===== config.mk =====
export PLATFORM = sky130hd
export DESIGN_NAME = gsa_ctrl
export DESIGN_NICKNAME = d
export VERILOG_FILES = /design/src/sv/gsa_pkg.sv /design/src/sv/gsa_ctrl.sv
export SDC_FILE = /design/constraint.sdc
export NUM_CORES = 1
export LEC_CHECK = 0
export BUFFER_PORTS_ARGS = -buffer_cell sky130_fd_sc_hd__buf_2
export CORE_AREA = 5 5 42 44
export DETAILED_ROUTE_END_ITERATION = 10
export DIE_AREA = 0 0 47 49
export PLACE_DENSITY = 0.63
export SYNTH_ARGS = -nofsm -noshare
export SYNTH_HDL_FRONTEND = slang
export SYNTH_SLANG_ARGS = --single-unit

===== constraint.sdc =====
create_clock -name clock -period 3.01 [get_ports clock]
set_input_delay 0.7525 -clock clock [delete_from_list [all_inputs] [get_ports clock]]
set_output_delay 0.7525 -clock clock [all_outputs]
set_load 0.03 [all_outputs]

===== src/sv/gsa_pkg.sv =====
`default_nettype none
package gsa_pkg;

   // field widths of the stream payloads
   localparam int INDEX_W  = 10;
   localparam int GENF_W   = 16;
   localparam int SERIAL_W = 64;
   localparam int COUNT_W  = 11;
   localparam int OP_W     = 2;

   // request tdata: valid, texture, index, generation, serial (92 bits, padded to 96)
   localparam int REQ_DATA_W = 96;
   // response tdata: ok, index, generation, reclaimed (38 bits, padded to 40)
   localparam int RSP_DATA_W = 40;

   localparam logic [OP_W-1:0] OP_ALLOC   = 2'd0;
   localparam logic [OP_W-1:0] OP_CHECK   = 2'd1;
   localparam logic [OP_W-1:0] OP_RETIRE  = 2'd2;
   localparam logic [OP_W-1:0] OP_COLLECT = 2'd3;

   // controller to datapath
   typedef struct packed {
      logic latch;        // take request beat
      logic alloc_pop;    // read top of free stack, pop
      logic alloc_stk;    // slot from stack data, read its record
      logic alloc_fresh;  // slot from high-water mark, read its record
      logic alloc_commit; // write record, set result
      logic chk_rd;       // read record of handle index
      logic chk_eval;     // validate handle, retire if asked
      logic scan_start;   // clear scan index
      logic scan_rd;      // read record and serial of scan index
      logic scan_eval;    // free slot if retired and complete
      logic load_out;     // move result to response register
   } cmd_type;

   // datapath to controller
   typedef struct packed {
      logic [OP_W-1:0] op;
      logic            free_empty;
      logic            hw_full;
      logic            scan_done;
      logic            out_free;
   } status_type;

endpackage
`default_nettype wire


===== src/sv/gsa_ctrl.sv =====
`default_nettype none
module gsa_ctrl (
   input  wire logic                clock,
   input  wire logic                reset,
   input  wire logic                req_tvalid,
   output logic                     req_tready,
   input  wire gsa_pkg::status_type status,
   output gsa_pkg::cmd_type         cmd
);

   localparam logic [2:0] S_IDLE      = 3'd0;
   localparam logic [2:0] S_DISPATCH  = 3'd1;
   localparam logic [2:0] S_ALLOC_STK = 3'd2;
   localparam logic [2:0] S_ALLOC_REC = 3'd3;
   localparam logic [2:0] S_CHK_EV    = 3'd4;
   localparam logic [2:0] S_SCAN_RD   = 3'd5;
   localparam logic [2:0] S_SCAN_EV   = 3'd6;
   localparam logic [2:0] S_DONE      = 3'd7;

   logic [2:0] state_ff, state_in;

   assign req_tready = (state_ff == S_IDLE);

   // next state and commands
   always_comb begin
      state_in = state_ff;
      cmd      = '0;
      case (state_ff)
         S_IDLE: begin
            if (req_tvalid) begin
               cmd.latch = 1'b1;
               state_in  = S_DISPATCH;
            end
         end
         S_DISPATCH: begin
            case (status.op)
               gsa_pkg::OP_ALLOC: begin
                  if (!status.free_empty) begin
                     cmd.alloc_pop = 1'b1;
                     state_in      = S_ALLOC_STK;
                  end else if (!status.hw_full) begin
                     cmd.alloc_fresh = 1'b1;
                     state_in        = S_ALLOC_REC;
                  end else begin
                     state_in = S_DONE;
                  end
               end
               gsa_pkg::OP_CHECK, gsa_pkg::OP_RETIRE: begin
                  cmd.chk_rd = 1'b1;
                  state_in   = S_CHK_EV;
               end
               default: begin
                  cmd.scan_start = 1'b1;
                  state_in       = S_SCAN_RD;
               end
            endcase
         end
         S_ALLOC_STK: begin
            cmd.alloc_stk = 1'b1;
            state_in      = S_ALLOC_REC;
         end
         S_ALLOC_REC: begin
            cmd.alloc_commit = 1'b1;
            state_in         = S_DONE;
         end
         S_CHK_EV: begin
            cmd.chk_eval = 1'b1;
            state_in     = S_DONE;
         end
         S_SCAN_RD: begin
            if (status.scan_done) begin
               state_in = S_DONE;
            end else begin
               cmd.scan_rd = 1'b1;
               state_in    = S_SCAN_EV;
            end
         end
         S_SCAN_EV: begin
            cmd.scan_eval = 1'b1;
            state_in      = S_SCAN_RD;
         end
         S_DONE: begin
            if (status.out_free) begin
               cmd.load_out = 1'b1;
               state_in     = S_IDLE;
            end
         end
         default: begin
            state_in = S_IDLE;
         end
      endcase
   end

   always_ff @(posedge clock) begin
      if (reset) begin
         state_ff <= S_IDLE;
      end else begin
         state_ff <= state_in;
      end
   end

endmodule
`default_nettype wire


==> flow_results.org <==
** Drt
- The first detailed-routing pass took 2 iterations.
- For this block, the initial DRC count from the detailed router was 6.
- In the routed design, unresolved DRC markers number 0.
- Average wire per cell in the routed design :: ~11 um
- Routed via count :: 358
- Average via count per standard cell :: 4.65
- Post-detailed-route count of antenna-violating nets :: 0
- Overall routed net length :: 821 um

** Yosys
- The largest total area in the synthesized netlist belongs to dfxtp_1.
- Synthesis inferred 3 register bits.
- Post-Syn Instances :: 40
- A synthesized cell averages 8.01 um2.
- In the synthesized netlist the dominant register cell turns out to be dfxtp_1.
- Mapped Area :: roughly 320 um2
- Counting flops with a built-in enable in the synthesized netlist gives 0.
- Most instantiated cells after synthesis :: nor2_1 (4), dfxtp_1 (3), inv_1 (3)
- After synthesis, flip-flops and latches occupy 18.8% of the total area.
- Ranked by total cell area, the synthesized netlist is headed by dfxtp_1 (19%), ha_1 (7.8%), a311oi_1 (5.5%).
- Of all flip-flops after synthesis, the portion carrying an async set or reset was 0%.
- The netlist uses 25 different library cells.
- Net count after synthesis :: 51
- Top-count cell post-synth :: nor2_1
- Portion of synthesized cell area occupied by the leading cell type :: 18.8%
- Yosys printed 0 warnings.

** Layout
- More flip-flops sit in one register than any other, and that register is state_ff.
- Ant. Diodes :: 0
- Summing all multi-input logic gate instances after layout gives 223 um2.
- Biggest regs :: state_ff x3
- Fillers :: 175
- Across the whole layout, storage elements account for 60.1 um2.
- Compared with the post-synthesis result, the final layout area differs by 37.5%.
- Number of nets at the end of the flow :: 73
- Util after Layout :: between 30% and 40%
- Number of flip-flops under the largest register name :: 3
- Cells with a size suffix above 1 make up 44.3% of the layout.

** Setup path
- CP Data Arrival Time :: 1630 ps
- Category of the most critical setup path :: in -> out
- The worst setup path is captured at an output pin.
- Worst endpoint required time :: 2260 ps
- The cell that appears most often on the critical path is buf_2.
- STA classifies the critical path startpoint as a primary input.
- Along the worst path, the maximum fanout reaches 4.
- Total buffers and inverters traversed by the critical path :: 3
- Among all stages on the critical path, the largest delay is contributed by ha_1.
- Counting buffers and inverters, the worst setup path is 6 cells deep.
- Critical path, cell by cell :: buf_2 > inv_1 > ha_1 > nor2b_4 > and3_2 > buf_2
- Worst R2R Path Depth :: 3
- Among cell families on the critical path, the largest total delay comes from buffers and inverters.
- On the worst path, the slowest cell contributes a delay of ~210 ps.

** CTS
- Cell at the root of the clock tree :: clkbuf_4
- The clock net in this run drives a total of 3 sinks.
- Htree depth :: 1
- TritonCTS built the clock tree.
- At the later pin of the worst-skew pair, clock insertion delay measures 230 ps.
- In this run, CTS created clock tree buffers numbering 3.
- Post-CTS clock slew at the launch and capture registers of the worst setup and hold paths :: around 40 ps
- The clock passes through at most 2 buffers.
- Once the clock tree was built, the setup fixing pass inserted 0 buffers.
- Gates resized during post-CTS repair numbered 0.
- Hold Buf Count CTS :: 0

** Placed design
- The congestion estimate from routability-driven global placement came to 0.719.
- Once detailed placement completed, the half-perimeter wirelength came to 657 um.
- Number of I/O port buffers :: 20

** Timing
- Setup violations remaining at the end of the flow were counted as 0.
- Timing would allow up to roughly 420 MHz.
- Setup repair after global routing left no endpoint under its margin.
- Setup total negative slack on the finished layout was measured at 0 ps.
- Dividing the final minimum period by the clock period gives roughly four fifths.
- Largest clock skew in the final design :: 1.44 ps
- Relative slew slack :: 71.4%
- Final critical-path required period :: ~2400 ps
- The number of pins exceeding their max-slew limit in the final report is 0.
- Final hold viol count :: 0
- Slew at the pin closest to its max-slew limit :: 428 ps

** Die
- Core region area :: 1400 um2
- Horizontal die dimension :: 47 um
- From bottom edge to top edge, the die measures 49 um.
- After floorplanning, the core was divided into 14 placement rows.
- The floorplan step defined a die boundary enclosing 2300 um2.
- The initial utilization of the core area, before any placement, comes to 22.9%.
- Number of primary I/O pins :: 21

** Flow run
- Max-cap violations in this run came to 0.

** Global routing
- The number of antenna violations at the first check in global routing is 0.
- Pin count of the biggest net entering global routing :: 16
- GRT overflow :: 0
- Vias in the first global route :: approximately 350
- Across every metal layer, demand over resource in global routing totals ~8.1%.
- The first global-routing pass estimated around 1400 um of wire.

** Hold path
- Along the worst hold path, the cell count comes to 2.
- Class of the worst hold path :: reg -> reg

** Pwr
- Lkg Pwr :: 0.240 nW
- Worst supply voltage drop on vdd :: 0.000137 V
- In this run the power density over the cells is 512 nW/um2.

** Outcome
- Result of the run :: complete, no violations
## placed cells by master, fill, tap and decap left out, drive strengths merged
master,synthesis,final
buf,3,20
nor2,4,4
clkbuf,0,4
inv,3,3
dfxtp,3,3
and3,3,3
nor3b,2,2
nand2,2,2
a21oi,2,2
a311oi,2,2
nand2b,2,2
ha,2,2
and3b,2,2
nor2b,1,1
nand4,1,1
and4bb,1,1
nor3,1,1
and2,1,1
a211o,1,1
nor4,1,1
or3,1,1
o32ai,1,1
a211oi,1,1
## report_power, final
part / switching (W) / leakage [nW] / internal [W]
Combinational: 0.0000531 / 0.200 / 0.0000355
Sequential: 0.0000203 / 0.0250 / 0.0000465
Clock: 0.0000206 / 0.0150 / 0.0000497
## metal layers
layer / GRT usage [%] / up-vias / routed length (um)
met2: 11.3 / 13 / 364
li1: - / 189 / -
met1: 11.0 / 156 / 399
met5: 0 / - / 0
met4: 4.15 / 0 / 0
met3: 2.21 / 0 / 56
## tightest hold or removal path: cells and delay by family, from the launching register on
family           cells  cell delay, ps
AND/OR/NAND/NOR      1             130
flip-flops           1             430
AO/OA/AOI/OAI        1              80
## path summary, 6_finish.rpt
check | slack, ps | end | start
min reg2reg | 690 | state_ff[1] | state_ff[0]
max reg2reg | 1830 | state_ff[0] | state_ff[2]
min | 690 | state_ff[1] | state_ff[0]
max | 630 | cmd[9] | status[4]
## area by class of cell
class                      instances  share of cell area, %
inverter                           3                   2.56
timing repair buffer              20                   22.7
tap                               16                   4.55
clock buffer                       4                   5.97
sequential                         3                   13.6
multi-input combinational         31                   50.6
## logic make-up after synthesis
| logic type | after synthesis | synth area share (%) |
|---|---|---|
| AOI/OAI and AO/OA | 7 | 16.4 |
| adders and majority gates | 2 | 7.81 |
| buffers and inverters | 6 | 11.7 |
| DFF | 3 | 18.8 |
| and+or+nand+nor | 22 | 45.3 |
## stage by stage
stage | area, um2 | hold slack (ps) | total power [W] | instances | setup slack [ps]
2_1_floorplan | 320 | 517 | 0.000137 | 40 | 671
3_3_place_gp | 414 | 675 | 0.000155 | 73 | 630
3_5_place_dp | 414 | 681 | 0.000157 | 73 | 612
4_1_cts | 440 | 688 | 0.000230 | 77 | 613
5_1_grt | 440 | 730 | 0.000246 | 77 | 547
6_report | 440 | 688 | 0.000226 | 77 | 627
No activity file was read; power rests on OpenSTA's default activity.
